<file path="config.mk">
export PLATFORM = sky130hd
export DESIGN_NAME = morse_pulse_decoder
export DESIGN_NICKNAME = d
export VERILOG_FILES = /design/src/rtl/mpd_pkg.sv /design/src/rtl/morse_pulse_decoder.sv
export SDC_FILE = /design/constraint.sdc
export NUM_CORES = 1
export LEC_CHECK = 0
export BUFFER_PORTS_ARGS = -buffer_cell sky130_fd_sc_hd__clkbuf_2
export CORE_ASPECT_RATIO = 0.6
export CORE_MARGIN = 2
export CORE_UTILIZATION = 29
export DETAILED_ROUTE_END_ITERATION = 16
export PLACE_DENSITY_LB_ADDON = 0.15
export SYNTH_ARGS = -nofsm -noshare
export SYNTH_HDL_FRONTEND = slang
export SYNTH_SLANG_ARGS = --single-unit
</file>
<file path="constraint.sdc">
create_clock -name clk_i -period 4.13 [get_ports clk_i]
set_input_delay 0.6195 -clock clk_i [delete_from_list [all_inputs] [get_ports clk_i]]
set_output_delay 0.6195 -clock clk_i [all_outputs]
set_load 0.02 [all_outputs]
</file>
<file path="src/rtl/mpd_pkg.sv">
// Package for the Morse pulse decoder: defaults, register indexes and the character table.
`timescale 1ns / 1ps
`default_nettype none

package mpd_pkg;

  localparam int unsigned MaxMarksDef  = 5;
  localparam int unsigned CountBitsDef = 16;

  localparam int unsigned CfgW    = 16;
  localparam int unsigned CfgIdxW = 4;
  localparam int unsigned CharW   = 7;
  localparam int unsigned MarkCntW = 3;
  localparam int unsigned PatW    = 5;
  localparam int unsigned TableLen = 36;

  localparam logic [CfgIdxW-1:0] CfgGapTimeout   = 4'd0;
  localparam logic [CfgIdxW-1:0] CfgShortLimit   = 4'd1;
  localparam logic [CfgIdxW-1:0] CfgLongLimit    = 4'd2;
  localparam logic [CfgIdxW-1:0] CfgFirstMarkSwap = 4'd3;

  localparam logic [CfgW-1:0] GapTimeoutRst = 16'd450;
  localparam logic [CfgW-1:0] ShortLimitRst = 16'd100;
  localparam logic [CfgW-1:0] LongLimitRst  = 16'd200;
  localparam logic            FirstSwapRst  = 1'b1;

  localparam logic [CharW-1:0] CharSpace = 7'd32;

  // One table entry: number of marks, dash pattern (bit i set when mark i is a dash), ASCII code.
  typedef struct packed {
    logic [MarkCntW-1:0] len;
    logic [PatW-1:0]     pat;
    logic [CharW-1:0]    chr;
  } morse_entry_t;

  localparam morse_entry_t MorseTable [TableLen] = '{
    '{3'd2, 5'd2,  7'd65}, '{3'd4, 5'd1,  7'd66}, '{3'd4, 5'd5,  7'd67},
    '{3'd3, 5'd1,  7'd68}, '{3'd1, 5'd0,  7'd69}, '{3'd4, 5'd4,  7'd70},
    '{3'd3, 5'd3,  7'd71}, '{3'd4, 5'd0,  7'd72}, '{3'd2, 5'd0,  7'd73},
    '{3'd4, 5'd14, 7'd74}, '{3'd3, 5'd5,  7'd75}, '{3'd4, 5'd2,  7'd76},
    '{3'd2, 5'd3,  7'd77}, '{3'd2, 5'd1,  7'd78}, '{3'd3, 5'd7,  7'd79},
    '{3'd4, 5'd6,  7'd80}, '{3'd4, 5'd11, 7'd81}, '{3'd3, 5'd2,  7'd82},
    '{3'd3, 5'd0,  7'd83}, '{3'd1, 5'd1,  7'd84}, '{3'd3, 5'd4,  7'd85},
    '{3'd4, 5'd8,  7'd86}, '{3'd3, 5'd6,  7'd87}, '{3'd4, 5'd9,  7'd88},
    '{3'd4, 5'd13, 7'd89}, '{3'd4, 5'd3,  7'd90},
    '{3'd5, 5'd31, 7'd48}, '{3'd5, 5'd30, 7'd49}, '{3'd5, 5'd28, 7'd50},
    '{3'd5, 5'd24, 7'd51}, '{3'd5, 5'd16, 7'd52}, '{3'd5, 5'd0,  7'd53},
    '{3'd5, 5'd1,  7'd54}, '{3'd5, 5'd3,  7'd55}, '{3'd5, 5'd7,  7'd56},
    '{3'd5, 5'd15, 7'd57}
  };

  // Returns the ASCII code for a stored mark sequence, or a space when nothing matches.
  function automatic logic [CharW-1:0] morse_lookup(input logic [PatW-1:0]     bits,
                                                    input logic [MarkCntW-1:0] count);
    logic [CharW-1:0] code;
    code = CharSpace;
    for (int t = 0; t < TableLen; t++) begin
      if (MorseTable[t].len == count && MorseTable[t].pat == bits) begin
        code = MorseTable[t].chr;
      end
    end
    return code;
  endfunction

endpackage

`default_nettype wire

</file>
<file path="src/rtl/morse_pulse_decoder.sv">
// Morse pulse decoder: times marks and gaps of a sampled line and emits decoded ASCII characters.
//
// The slave stream takes one sampled line level per tick in s_axis_tdata[0]; one transfer is
// one tick. The master stream carries a decoded character in m_axis_tdata[6:0]. A character
// ends when a mark reaches long_limit ticks or a gap exceeds gap_timeout ticks; it is then
// looked up and sent, or a space when no pattern matches, nothing is stored or too many
// marks were seen. Each tick is handled in the cycle it is transferred, and the character
// it completes appears on the master side in the following cycle, and a tick can be taken
// every cycle unless the master side stalls. The result register frees itself in the same cycle
// it is taken, so s_axis_tready only falls while a character waits and m_axis_tready is low.
// The configuration channel writes the four registers by index at any time it is valid and
// is always ready; writes are expected only while the decoder is idle, and unknown indexes
// are ignored. Reset returns the registers to their defaults, empties the mark store, starts
// in a gap with a zero tick count and clears any pending character.
`timescale 1ns / 1ps
`default_nettype none

module morse_pulse_decoder #(
  parameter int unsigned MAX_MARKS  = mpd_pkg::MaxMarksDef,
  parameter int unsigned COUNT_BITS = mpd_pkg::CountBitsDef
) (
  input  wire logic                         clk_i,
  input  wire logic                         rst_ni,
  input  wire logic                         s_axis_tvalid,
  output logic                              s_axis_tready,
  input  wire logic [7:0]                   s_axis_tdata,   // [0] pin_level
  output logic                              m_axis_tvalid,
  input  wire logic                         m_axis_tready,
  output logic [7:0]                        m_axis_tdata,   // [6:0] char_code
  input  wire logic                         cfg_valid_i,
  output logic                              cfg_ready_o,
  input  wire logic [mpd_pkg::CfgIdxW-1:0]  cfg_index_i,
  input  wire logic [mpd_pkg::CfgW-1:0]     cfg_data_i
);
  import mpd_pkg::*;

  localparam int unsigned CmpW = (COUNT_BITS > CfgW) ? COUNT_BITS : CfgW;
  localparam logic [COUNT_BITS-1:0] CountMax = '1;
  localparam logic [MarkCntW-1:0] MarksFull = MarkCntW'(MAX_MARKS);
  localparam logic [MarkCntW-1:0] MarksOver = MarkCntW'(MAX_MARKS + 1);

  logic [CfgW-1:0] gap_timeout_q, short_limit_q, long_limit_q;
  logic            first_swap_q;

  logic                  in_mark_q, in_mark_d;
  logic [COUNT_BITS-1:0] tick_q, tick_d, tick_inc;
  logic [MAX_MARKS-1:0]  mark_bits_q, mark_bits_d;
  logic [MarkCntW-1:0]   mark_count_q, mark_count_d;

  logic             out_valid_q, out_valid_d;
  logic [CharW-1:0] out_code_q, out_code_d;

  logic             s_accept;
  logic             pin;
  logic             finish;
  logic             store;
  logic             dash;
  logic             swap;
  logic [7:0]       bits_ext;
  logic [CharW-1:0] char_code;

  assign cfg_ready_o   = 1'b1;
  assign s_axis_tready = !out_valid_q || m_axis_tready;
  assign s_accept      = s_axis_tvalid && s_axis_tready;
  assign pin           = s_axis_tdata[0];
  assign m_axis_tvalid = out_valid_q;
  assign m_axis_tdata  = {1'b0, out_code_q};

  assign tick_inc = (tick_q == CountMax) ? tick_q : tick_q + 1'b1;
  assign swap     = (mark_count_q == '0) && first_swap_q;
  assign bits_ext = 8'(mark_bits_q);

  always_comb begin
    if (mark_count_q == '0 || mark_count_q > MarksFull) begin
      char_code = CharSpace;
    end else begin
      char_code = morse_lookup(bits_ext[PatW-1:0], mark_count_q);
    end
  end

  always_comb begin
    in_mark_d = in_mark_q;
    tick_d    = tick_q;
    finish    = 1'b0;
    store     = 1'b0;
    dash      = 1'b0;
    if (in_mark_q) begin
      if (pin) begin
        tick_d = tick_inc;
      end else begin
        in_mark_d = 1'b0;
        tick_d    = COUNT_BITS'(1);
        if (CmpW'(tick_q) < CmpW'(short_limit_q)) begin
          store = 1'b1;
          dash  = swap;
        end else if (CmpW'(tick_q) < CmpW'(long_limit_q)) begin
          store = 1'b1;
          dash  = !swap;
        end else begin
          finish = 1'b1;
        end
      end
    end else begin
      if (pin) begin
        in_mark_d = 1'b1;
        tick_d    = COUNT_BITS'(1);
      end else if (CmpW'(tick_inc) > CmpW'(gap_timeout_q)) begin
        tick_d = '0;
        finish = 1'b1;
      end else begin
        tick_d = tick_inc;
      end
    end
  end

  always_comb begin
    mark_bits_d  = mark_bits_q;
    mark_count_d = mark_count_q;
    if (finish) begin
      mark_bits_d  = '0;
      mark_count_d = '0;
    end else if (store) begin
      if (mark_count_q < MarksFull) begin
        for (int i = 0; i < MAX_MARKS; i++) begin
          if (dash && mark_count_q == MarkCntW'(i)) begin
            mark_bits_d[i] = 1'b1;
          end
        end
        mark_count_d = mark_count_q + 1'b1;
      end else begin
        mark_count_d = MarksOver;
      end
    end
  end

  always_comb begin
    out_valid_d = out_valid_q;
    out_code_d  = out_code_q;
    if (s_accept && finish) begin
      out_valid_d = 1'b1;
      out_code_d  = char_code;
    end else if (m_axis_tready) begin
      out_valid_d = 1'b0;
    end
  end

  always_ff @(posedge clk_i or negedge rst_ni) begin
    if (!rst_ni) begin
      gap_timeout_q <= GapTimeoutRst;
      short_limit_q <= ShortLimitRst;
      long_limit_q  <= LongLimitRst;
      first_swap_q  <= FirstSwapRst;
    end else if (cfg_valid_i) begin
      case (cfg_index_i)
        CfgGapTimeout:    gap_timeout_q <= cfg_data_i;
        CfgShortLimit:    short_limit_q <= cfg_data_i;
        CfgLongLimit:     long_limit_q  <= cfg_data_i;
        CfgFirstMarkSwap: first_swap_q  <= cfg_data_i[0];
        default: ;
      endcase
    end
  end

  always_ff @(posedge clk_i or negedge rst_ni) begin
    if (!rst_ni) begin
      in_mark_q    <= 1'b0;
      tick_q       <= '0;
      mark_bits_q  <= '0;
      mark_count_q <= '0;
    end else if (s_accept) begin
      in_mark_q    <= in_mark_d;
      tick_q       <= tick_d;
      mark_bits_q  <= mark_bits_d;
      mark_count_q <= mark_count_d;
    end
  end

  always_ff @(posedge clk_i or negedge rst_ni) begin
    if (!rst_ni) begin
      out_valid_q <= 1'b0;
    end else begin
      out_valid_q <= out_valid_d;
    end
  end

  always_ff @(posedge clk_i) begin
    out_code_q <= out_code_d;
  end

  a_count_bound : assert property (@(posedge clk_i) disable iff (!rst_ni)
    mark_count_q <= MarksOver)
    else $error("mark count beyond its saturation value");

  a_empty_store : assert property (@(posedge clk_i) disable iff (!rst_ni)
    mark_count_q == '0 |-> mark_bits_q == '0)
    else $error("dash bits held with an empty mark store");

  a_mark_ticks : assert property (@(posedge clk_i) disable iff (!rst_ni)
    in_mark_q |-> tick_q != '0)
    else $error("mark being timed with a zero tick count");

  a_mark_start : assert property (@(posedge clk_i) disable iff (!rst_ni)
    s_accept && !in_mark_q && pin |=> in_mark_q && tick_q == COUNT_BITS'(1))
    else $error("rising level did not start a mark");

  a_result_source : assert property (@(posedge clk_i) disable iff (!rst_ni)
    $rose(out_valid_q) |-> $past(s_accept))
    else $error("character raised without a tick transfer");

endmodule

`default_nettype wire

</file>
# Word-level counts from Yosys, hierarchy flattened

Index checks and enable logic that the tools add are counted.

Register bits: 82
Word-level logic and storage cells: 194

Add/sub/neg operators: 2
$lt $le $gt $ge: 5
Eq/ne operators: 31
Muxes and demuxes: 69
Reduce and logical (&&, ||, !) cells: 71

Operators by type and width:

| cell                                                                   | number |
|---|---|
| 7-bit 2-to-1 mux                                                       | 26 |
| 16-bit 2-to-1 mux                                                      | 5 |
| 5-bit 2-to-1 mux                                                       | 13 |
| 1-bit logical AND                                                      | 44 |
| 16-bit less-than comparator                                            | 2 |
| 4-bit by 5-bit equality test with 1-bit output (first input constant)  | 6 |
| 5-bit equality test (first input constant)                             | 5 |
| 1-bit 2-to-1 mux                                                       | 22 |
| 3-bit by 5-bit equality test with 1-bit output (first input constant)  | 4 |
| 4-bit AND reduction                                                    | 5 |
| 16-bit by 1-bit adder with 16-bit output (second input constant)       | 1 |
| 16-bit equality test (second input constant)                           | 1 |
| 16-bit > comparator                                                    | 1 |
| 2-bit nonzero test                                                     | 8 |
| 11-bit OR reduction                                                    | 1 |
| 2-bit by 5-bit equality test with 1-bit output (first input constant)  | 2 |
| 2-bit AND reduction                                                    | 5 |
| 3-bit 2-to-1 mux                                                       | 3 |
| 4-bit by 2-bit equality test with 1-bit output (second input constant) | 2 |
| 2-bit by 3-bit equality test with 1-bit output (first input constant)  | 2 |
| 3-bit by 2-bit equality test with 1-bit output (second input constant) | 2 |
| 3-bit equality test (first input constant)                             | 2 |
| 1-bit by 5-bit equality test with 1-bit output (first input constant)  | 1 |
| 5-bit logical NOT                                                      | 1 |
| 12 further kinds                                                       | 14 |

# Logic depth before layout (Yosys ltp)

Gate-level depths: netlist of run 1.

Depth after elaboration: 38
Depth in mapped cells: 17
Depth with buffers taken out: 16

# Least setup slack after synthesis of run 1

Ideal clock, no wire load.

Kind: reg-to-reg
Start point: reg tick_q[1]
End point: reg out_code_q[0] (enable)
Setup time: 0.319 ns
Arrival: 3.154 ns
Path slack: 0.657 ns
Stages on the path, launching flop included: 18
Path buffers: 1
Cells stage by stage: dfrtp_1 > ha_1 > nand4_1 > nor2_1 > nand2_4 > and4_1 > buf_4 > and4_1 > xnor2_1 > inv_1 > ha_1 > nand4_1 > a211oi_1 > o31ai_1 > a21oi_1 > o21ai_1 > a21o_1 > inv_1

Word-level cells in the longest chain between the ends: 7

RTL lines:

| element                                                                          | line                       | RTL |
|---|---|---|
| start, declared                                                                  | morse_pulse_decoder.sv:46  | `logic [COUNT_BITS-1:0] tick_q, tick_d, tick_inc;` |
| start signal, assigned                                                           | morse_pulse_decoder.sv:172 | `tick_q <= tick_d;` |
| 16-bit by 1-bit adder with 16-bit output or 16-bit equality test (tied branches) | morse_pulse_decoder.sv:69  | `assign tick_inc = (tick_q == CountMax) ? tick_q : tick_q + 1'b1;` |
| 16-bit 2-to-1 mux                                                                | morse_pulse_decoder.sv:69  |  |
| 16-bit > comparator                                                              | morse_pulse_decoder.sv:107 | `end else if (CmpW'(tick_inc) > CmpW'(gap_timeout_q)) begin` |
| 1-bit 2-to-1 mux                                                                 | morse_pulse_decoder.sv:107 |  |
| 1-bit 2-to-1 mux                                                                 | morse_pulse_decoder.sv:104 | `if (pin) begin` |
| 1-bit 2-to-1 mux *                                                               | morse_pulse_decoder.sv:87  | `if (in_mark_q) begin` |
| 1-bit logical AND *                                                              | morse_pulse_decoder.sv:139 | `if (s_accept && finish) begin` |
| end signal, assigned                                                             | morse_pulse_decoder.sv:187 | `out_code_q <= out_code_d;` |
| end, declared                                                                    | morse_pulse_decoder.sv:51  | `logic [CharW-1:0] out_code_q, out_code_d;` |

Mark *: on every way between the ends. The rest lies on a longest branch, timed or not.
A chain may end at the register's enable or synchronous reset.

# Final worst setup path of run 1

Start point: reg tick_q[10]
End point: reg mark_bits_q[0]

Word-level cells in the longest chain between the ends: 8

RTL lines:

| element                                                                | line                                                  | RTL |
|---|---|---|
| 16-bit by 1-bit adder with 16-bit output, or another cell as far along | morse_pulse_decoder.sv:69                             |  |
| 16-bit 2-to-1 mux or 1-bit 2-to-1 mux (tied branches)                  | morse_pulse_decoder.sv:69, morse_pulse_decoder.sv:96  |  |
| 16-bit > comparator or 1-bit 2-to-1 mux (tied branches)                | morse_pulse_decoder.sv:107, morse_pulse_decoder.sv:93 |  |
| 1-bit 2-to-1 mux, on equally long branches                             | morse_pulse_decoder.sv:107, morse_pulse_decoder.sv:88 |  |
| 1-bit 2-to-1 mux, on equally long branches                             | morse_pulse_decoder.sv:104, morse_pulse_decoder.sv:87 |  |
| 1-bit 2-to-1 mux or 1-bit logical AND (tied branches)                  | morse_pulse_decoder.sv:87, morse_pulse_decoder.sv:125 |  |
| 2-bit nonzero test (no line)                                           | n/a                                                   |  |
| 4-bit AND reduction (no line)                                          | n/a                                                   |  |
| end signal, assigned                                                   | morse_pulse_decoder.sv:173                            | `mark_bits_q <= mark_bits_d;` |
| end, declared                                                          | morse_pulse_decoder.sv:47                             | `logic [MAX_MARKS-1:0] mark_bits_q, mark_bits_d;` |

Parallel ways exist; a longest one is shown, timed or not.

==> impl_metrics.py, run 1 <==
metrics = {
    "cts": {
        "cts.sinks": 82,
        "cts_tree": "built",
        "insertion_delay_ns": 0.35,
        "clk_pin_slew_worst_paths_ns": 0.06,
        "cts_buffers": 9,
        "clockBufferDepth": 2,
        "cts-root-buf": "clkbuf_16",
        "htreeDepth": 3,
        "ctsHoldBuffers": 0,
    },
    "setup_path": {
        "worstSetupStartpointType": "flop",
        "path_cells": "and4_1 -> and2_4 -> nand2_4 -> and3_1 -> nor2b_1 -> xnor2_1 -> inv_1 -> ha_1 -> nand4_1 -> a211oi_2 -> o31ai_2 -> a21oi_1 -> o21ai_2 -> a21o_1 -> buf_4 -> a22o_1",
        "critPathBufInv": 2,
        "critical_path_class": "flop to flop",
        "required_ns": 4.36,
        "slowest_stage": "dfrtp_1",
        "crit_arrival_ns": 4.06,
        "crit_path_end_kind": "flop",
        "crit_family": "simple AND/OR/NAND/NOR gates",
        "critPathMaxStageDelay_ns": 0.45,
        "path_depth": 16,
        "r2r_cells": 16,
        "cp_max_fo": 9,
    },
    "run_status": {
        "status": "finished clean",
    },
    "logic_synthesis": {
        "synthCells": 640,
        "ys_types": 69,
        "synthFlopType": "dfrtp_1",
        "yosys_warnings": 0,
        "syn_area_mm2": 0.00555,
        "async_flop_share": 0.915,
        "synth-seq-cells": 82,
        "yosysSeqAreaShare": 0.379,
        "synth_edf_count": 7,
        "syn_area_per_cell_um2": 8.67,
        "syn_nets": 725,
    },
    "global_routing": {
        "antenna_found_initial": 0,
        "gr-usage-all-layers": 0.155,
        "grt_max_degree": 76,
        "grt_first_pass_wirelength_um": 24500,
        "grt_pass1_vias": 4415,
        "grt.overflow.total": 0,
    },
    "timing": {
        "min_period_ns": 3.83,
        "clock_skew_ns": 0.00973,
        "rsz0062_at_grt": "no",
        "fin_crit_sh": 0.927,
        "hold_viol": 0,
        "worst_slew_pin_slew_ns": 0.983,
        "fmax_ghz": 0.261,
        "setup_viol": 0,
        "maxSlewViolCount": 0,
        "relSlewSlack": 0.344,
        "fin_setup_tns_ns": 0,
    },
    "place": {
        "dpl.hpwl_um": 11300,
        "place_congestion": 0.830,
        "place.port_buffers": 34,
    },
    "detailed_routing": {
        "drt-vias-per-instance": 5.07,
        "wire_per_inst_um": 16.3,
        "wl_um": 15100,
        "vias": 4672,
        "drc": 0,
        "drt_iter0_drc": 376,
        "antenna_left": 0,
        "firstDrtPassIters": 5,
    },
    "pwr": {
        "p_int_uw": 1920,
        "p_comb_frac": 0.306,
        "pwr_density_cell_mw_per_mm2": 456,
        "p_clk_frac": 0.322,
        "seqPwrFrac": 0.372,
        "ir_worst_vdd_v": 0.000195,
        "p_leak_uw": 0.00295,
        "p_sw_frac": 0.341,
        "p_sw_uw": 992,
        "total_power_uw": 2910,
    },
    "die": {
        "start_util": 0.294,
        "num_rows": 39,
        "io_pins": 44,
        "die_y_um": 111,
        "core_area_mm2": 0.0189,
        "dieArea_mm2": 0.0203,
        "dieWidth_um": 183,
    },
    "cells_and_area": {
        "fillers": 1966,
        "layout.nets": 756,
        "layout_commonest_cell": "nand2_1",
        "area_growth_pct": 15.1,
        "regArea_mm2": 0.00210,
        "antenna_cells": 0,
        "multi_input_area_mm2": 0.00308,
        "final_layout_size_suffix_gt1_frac": 0.169,
        "final_cell_mix": "nand2_1, inv_1, dfrtp_1",
    },
    "worst_hold_path": {
        "hp-class": "primary input to asynchronous set/reset pin",
    },
    "job": {
        "maxCapViolCount": 0,
    },
}
[worst register-to-register path, cell delays in order (launching register included)]
cell      delay [ns]
dfrtp_1         0.45
and4_1          0.22
and2_4          0.18
nand2_4         0.11
and3_1          0.36
nor2b_1         0.24
xnor2_1         0.16
inv_1           0.07
ha_1            0.29
nand4_1         0.23
a211oi_2        0.29
o31ai_2         0.13
a21oi_1         0.23
o21ai_2         0.12
a21o_1          0.24
buf_4           0.18
a22o_1          0.22
[state kept, by name, indices dropped and copies added (netlist names)]
name	flops
gap_timeout_q	16
long_limit_q	16
short_limit_q	16
tick_q	16
out_code_q	7
mark_bits_q	5
mark_count_q	3
first_swap_q	1
in_mark_q	1
m_axis_tvalid	1
[cells in the mapped netlist, types with 7 or more instances]
library cell,count,area (um^2)
dfstp_2,11,289
inv_1,65,244
mux2_2,21,236
nand2b_1,7,43.8
o21ai_1,24,120
nand4_1,14,87.6
o31ai_1,12,90.1
nand3_1,13,65.1
ha_1,52,651
and3_1,7,43.8
clkbuf_1,17,63.8
nor2_1,34,128
o21ai_0,35,175
nand2_1,86,323
nor3_1,8,40.0
edfxtp_1,7,210
dfrtp_1,64,1600
buf_2,8,40.0
a21oi_1,40,200
[power by group through the flow]
| stage | registers [uW] | logic (uW) | clock network, uW |
|---|---|---|---|
| 3_3_place_gp | 1090 | 871 | 0 |
| 5_1_grt | 1110 | 1020 | 999 |
| 6_report | 1080 | 891 | 938 |
| 4_1_cts | 1080 | 891 | 969 |
| 2_1_floorplan | 1060 | 635 | 0 |
| 3_5_place_dp | 1100 | 882 | 0 |
[worst paths after layout]
| check | startpoint | end | slack [ns] |
|---|---|---|---|
| hold reg to reg | short_limit_q[1] | short_limit_q[1] | 0.51 |
| hold / removal | rst_ni | short_limit_q[3] | 0.43 |
| setup / recovery | tick_q[10] | mark_bits_q[0] | 0.30 |
| max in group asynchronous | rst_ni | tick_q[12] | 3.06 |
| min in group clk_i | cfg_data_i[6] | long_limit_q[6] | 0.48 |
| setup reg to reg | tick_q[10] | mark_bits_q[0] | 0.30 |
[metal layers]
layer  vias to the layer above  GRT usage  share of wire
li1                       2331          -              -
met1                      2224      0.253           0.57
met2                       102      0.196           0.37
met3                        15     0.0361          0.046
met4                         0     0.0403          0.012
met5                         -          0              0
[cell families after synthesis]
| group | synth area share |
|---|---|
| and+or+nand+nor | 0.182 |
| AOI/OAI and AO/OA | 0.186 |
| buffers and inverters | 0.0715 |
| DFF | 0.379 |
| adders and majority gates | 0.117 |
| muxes | 0.0462 |
| xor gates and xnor gates | 0.0174 |
| other | 0.00135 |
[timing repair]
action                     CTS  global route
buffers inserted             0             0
setup endpoints to repair    0            13
gates resized for setup      0             6
[area by class of cell]
| type | count | share of cell area |
|---|---|---|
| multi-input combinational | 460 | 0.482 |
| sequential | 82 | 0.329 |
| tap | 246 | 0.0482 |
| timing repair buffer | 51 | 0.0470 |
| clock buffer | 11 | 0.0413 |
| inverter | 67 | 0.0394 |
| clock inverter | 5 | 0.0129 |
[stage by stage]
stage	std cells	hold WS, ns	setup slack (ns)	cell area [um^2]	utilization
after floorplan	640	0.324	0.657	5550	-
after global placement	906	0.487	0.327	6020	0.319
after detailed placement	906	0.498	0.204	6020	0.319
after CTS	922	0.465	0.185	6370	0.337
after global routing	922	0.486	0.0303	6390	0.338
final	922	0.428	0.302	6390	0.338
Note: power is estimated with default switching activity, not from simulation.
==> run 2: changes to the inputs <==
CELL_PAD_IN_SITES_DETAIL_PLACEMENT = 1   (was unset)
CELL_PAD_IN_SITES_GLOBAL_PLACEMENT = 2   (was unset)
==> impl_metrics.py, run 2 (synthesis results as in run 1) <==
metrics = {
    "setup_path": {
        "r2r_start": "tick_q[10]",
        "crit_path_end": "mark_bits_q[0]",
        "crit_path_end_kind": "flop",
        "r2r_cells": 15,
        "critical_path_class": "flop to flop",
        "required_ns": 4.40,
        "worstSetupStartpointType": "flop",
        "crit_arrival_ns": 4.08,
        "crit_path_start": "tick_q[10]",
        "r2r_slack_ns": 0.32,
        "regToRegEndpoint": "mark_bits_q[0]",
        "cp_max_fo": 6,
    },
    "place": {
        "place_congestion": 0.854,
        "dpl_cell_area_mm2": 0.00608,
        "dpl.hpwl_um": 13500,
        "place.port_buffers": 34,
    },
    "pwr": {
        "total_power_uw": 2800,
        "ir_worst_vdd_v": 0.000186,
        "p_leak_uw": 0.00296,
        "pwr_density_cell_mw_per_mm2": 439,
    },
    "detailed_routing": {
        "vias": 4712,
        "drt_iter0_drc": 283,
        "antenna_left": 0,
        "drt-vias-per-instance": 5.08,
        "firstDrtPassIters": 4,
        "drc": 0,
        "wl_um": 17600,
        "wire_per_inst_um": 18.9,
    },
    "timing": {
        "worst_slew_pin_slew_ns": 1.03,
        "hold_viol": 0,
        "maxSlewViolCount": 0,
        "fin_setup_tns_ns": 0,
        "relSlewSlack": 0.314,
        "min_period_ns": 3.81,
        "setup_viol": 0,
        "fin_crit_sh": 0.923,
        "rsz0062_at_grt": "no",
        "fmax_ghz": 0.262,
        "clock_skew_ns": 0.0106,
    },
    "global_routing": {
        "antenna_found_initial": 0,
        "gr-usage-all-layers": 0.182,
        "grt_first_pass_wirelength_um": 28200,
        "grt_max_degree": 76,
        "grt_pass1_vias": 4842,
        "grt.overflow.total": 0,
    },
    "cts": {
        "cts_buffers": 9,
        "cts-root-buf": "clkbuf_16",
        "clockBufferDepth": 2,
        "cts_tree": "built",
        "clk_pin_slew_worst_paths_ns": 0.07,
        "htreeDepth": 3,
        "insertion_delay_ns": 0.34,
        "cts.sinks": 82,
    },
    "die": {
        "die_y_um": 111,
        "dieWidth_um": 183,
        "start_util": 0.294,
        "dieArea_mm2": 0.0203,
        "io_pins": 44,
        "num_rows": 39,
        "core_area_mm2": 0.0189,
    },
    "worst_hold_path": {
        "hp-class": "primary input to asynchronous set/reset pin",
    },
    "cells_and_area": {
        "final_cell_mix": "nand2_1, inv_1, dfrtp_1",
        "layout.nets": 762,
        "area_growth_pct": 14.8,
        "layout_commonest_cell": "nand2_1",
        "antenna_cells": 0,
        "finalInstanceArea_mm2": 0.00637,
        "fin_util": 0.337,
        "final_layout_size_suffix_gt1_frac": 0.170,
    },
    "run_status": {
        "status": "finished clean",
    },
    "job": {
        "maxCapViolCount": 0,
    },
}
run 2: repair_timing:
| item | in CTS | in global routing |
|---|---|---|
| resized for setup | 0 | 3 |
| setup endpoints to repair | 0 | 12 |
| hold buffers | 0 | 0 |
| buffers inserted | 0 | 0 |
run 2: report_power, final:
| group | internal, uW | switching [uW] |
|---|---|---|
| Clock | 443 | 348 |
| Sequential | 989 | 97.5 |
| Combinational | 346 | 575 |
| Total | 1780 | 1020 |
run 2: final cells by class:
type	instances	area (um^2)
multi-input combinational	460	3070
inverter	67	251
clock inverter	4	25.0
timing repair buffer	57	358
clock buffer	12	258
sequential	82	2100
tap	246	308
fill	2219	12500
run 2: critical path, cell delays in order, from the launching register on:
cell and delay (ns):
dfrtp_1 0.44, and4_1 0.21, and2_4 0.18, nand4_1 0.22, nor2_1 0.20, mux2i_1 0.26
inv_1 0.07, ha_1 0.29, nand4_1 0.23, nor4_1 0.60, buf_4 0.23, a21oi_2 0.04
o21ai_1 0.18, a21o_1 0.24, buf_4 0.19, a22o_1 0.14
run 2: worst min-delay path by stage:
stage / from / end / slack [ns] / cells after the start
floorplan: rst_ni / gap_timeout_q[0] / 0.32 / 0
global placement: short_limit_q[0] / short_limit_q[0] / 0.48 / 1
detailed placement: long_limit_q[0] / long_limit_q[0] / 0.49 / 1
CTS: cfg_data_i[7] / long_limit_q[7] / 0.48 / 3
global route: cfg_data_i[7] / long_limit_q[7] / 0.49 / 3
finish: rst_ni / gap_timeout_q[15] / 0.43 / 1
run 2: through the flow:
step                      std cells  hold slack [ns]  setup slack, ns
after floorplan                 640            0.324            0.657
after global placement          912            0.484            0.257
after detailed placement        912            0.489            0.283
after CTS                       928            0.476            0.257
after global routing            928            0.488           0.0773
final                           928            0.433            0.318
run 2: per-layer routing:
metal  vias up  part of all wire  GRT usage
met5         -                 0          0
met4         0            0.0087     0.0339
met1      2291              0.56      0.297
met3        14             0.053     0.0417
met2        82              0.38      0.235
li1       2325                 -          -
==> run 3: changes to the inputs <==
BUFFER_PORTS_ARGS = -buffer_cell sky130_fd_sc_hd__buf_2   (was -buffer_cell sky130_fd_sc_hd__clkbuf_2)
CTS_CLUSTER_SIZE = 24   (was unset)
==> impl_metrics.py, run 3 (synthesis results as in run 1) <==
metrics = {
    "setup_path": {
        "worstSetupStartpointType": "flop",
        "crit_arrival_ns": 3.89,
        "critical_path_class": "flop to flop",
        "r2r_start": "tick_q[0]",
        "cp_max_fo": 9,
        "crit_path_start": "tick_q[0]",
        "crit_path_end_kind": "flop",
        "required_ns": 4.16,
    },
    "detailed_routing": {
        "wl_um": 17600,
        "drc": 0,
        "vias": 4783,
        "wire_per_inst_um": 18.9,
        "drt-vias-per-instance": 5.15,
        "antenna_left": 0,
        "firstDrtPassIters": 5,
        "drt_iter0_drc": 263,
    },
    "die": {
        "die_y_um": 111,
        "dieWidth_um": 183,
        "io_pins": 44,
        "core_area_mm2": 0.0189,
        "num_rows": 39,
        "start_util": 0.294,
        "dieArea_mm2": 0.0203,
    },
    "timing": {
        "min_period_ns": 3.87,
        "hold_viol": 0,
        "maxSlewViolCount": 0,
        "relSlewSlack": 0.316,
        "worst_slew_pin_slew_ns": 1.03,
        "clock_skew_ns": 0.00701,
        "fmax_ghz": 0.259,
        "setup_viol": 0,
        "fin_setup_tns_ns": 0,
        "fin_crit_sh": 0.936,
    },
    "pwr": {
        "p_sw_frac": 0.355,
        "p_comb_frac": 0.323,
        "ir_worst_vdd_v": 0.000199,
        "p_leak_uw": 0.00297,
        "p_sw_uw": 1030,
        "p_int_uw": 1870,
        "seqPwrFrac": 0.373,
        "p_clk_frac": 0.304,
        "pwr_density_cell_mw_per_mm2": 451,
    },
    "cells_and_area": {
        "layout_commonest_cell": "nand2_1",
        "final_cell_mix": "nand2_1, inv_1, dfrtp_1",
        "layout.nets": 763,
        "antenna_cells": 0,
        "finalInstanceArea_mm2": 0.00641,
        "final_layout_size_suffix_gt1_frac": 0.171,
        "fillers": 2226,
        "fin_util": 0.340,
        "area_growth_pct": 15.6,
        "layoutNonFillerInstCount": 929,
    },
    "global_routing": {
        "grt_max_degree": 76,
        "antenna_found_initial": 0,
        "grt_pass1_vias": 5005,
        "grt.overflow.total": 0,
        "gr-usage-all-layers": 0.184,
        "grt_first_pass_wirelength_um": 28800,
    },
    "place": {
        "place.port_buffers": 34,
        "dpl.hpwl_um": 13700,
        "place_congestion": 0.869,
        "dpl_cell_area_mm2": 0.00609,
        "dp.cells": 913,
    },
    "cts": {
        "cts.sinks": 82,
        "insertion_delay_ns": 0.35,
        "cts_buffers": 9,
        "postCtsSetupRepairBufs": 0,
        "cts-root-buf": "clkbuf_16",
        "clk_pin_slew_worst_paths_ns": 0.06,
        "htreeDepth": 3,
        "cts_tree": "built",
        "clockBufferDepth": 2,
    },
    "worst_hold_path": {
        "hp-class": "primary input to asynchronous set/reset pin",
    },
    "job": {
        "maxCapViolCount": 0,
    },
    "run_status": {
        "status": "finished clean",
    },
}
-- run 3: layout make-up --
class / count / area [um^2] / share of cell area
Multi-Input combinational cell: 460 / 3070 / 0.478
Sequential cell: 82 / 2100 / 0.328
Timing Repair Buffer: 58 / 365 / 0.0570
Tap cell: 246 / 308 / 0.0480
Inverter: 67 / 251 / 0.0392
Clock buffer: 9 / 225 / 0.0351
Clock inverter: 7 / 93.8 / 0.0146
-- run 3: path summary, 6_finish.rpt --
path                                          end  slack, ns  cells past startpoint
worst max-delay path                out_code_q[1]       0.26                     17
worst max register to register      out_code_q[1]       0.26                     17
worst min register to register    long_limit_q[6]       0.50                      2
max in group asynchronous        long_limit_q[10]       3.02                      1
min in group clk_i                long_limit_q[6]       0.50                      3
worst min-delay path            gap_timeout_q[12]       0.43                      1
-- run 3: power groups by stage --
stage                     registers (uW)  logic [uW]  clock network, uW
after detailed placement            1090         931                  0
after global routing                1100        1070                941
final                               1080         935                879
after global placement              1090         902                  0
after CTS                           1080         938                909
after floorplan                     1060         635                  0
-- run 3: critical path: stages, from the launching register on --
cell and delay (ns):
dfrtp_1 0.36, ha_1 0.23, nand4_1 0.11, nor2_1 0.19, nand2_4 0.12, and3_1 0.30
nor2b_1 0.18, xnor2_1 0.18, inv_1 0.07, ha_1 0.29, nand4_1 0.15, a211oi_1 0.27
o31ai_1 0.11, buf_4 0.16, a21oi_1 0.18, o21ai_1 0.11, a21o_1 0.25, inv_1 0.25
-- run 3: stage by stage --
step                      total power, uW  worst slack [ns]  hold slack (ns)
after floorplan                      1700             0.657            0.324
after global placement               1990             0.242            0.486
after detailed placement             2030             0.284            0.496
after CTS                            2930             0.234            0.480
after global routing                 3110           -0.0315            0.488
final                                2890             0.265            0.428
-- run 3: routing by layer --
layer,global-route usage,share of wire
met2,0.243,0.38
met3,0.0542,0.064
met4,0.0376,0.0088
met5,0,0
met1,0.290,0.55
-- run 3: repair_timing --
action,4_1_cts,5_1_grt
gates resized for setup,0,1
hold buffers,0,0
setup endpoints to repair,0,7
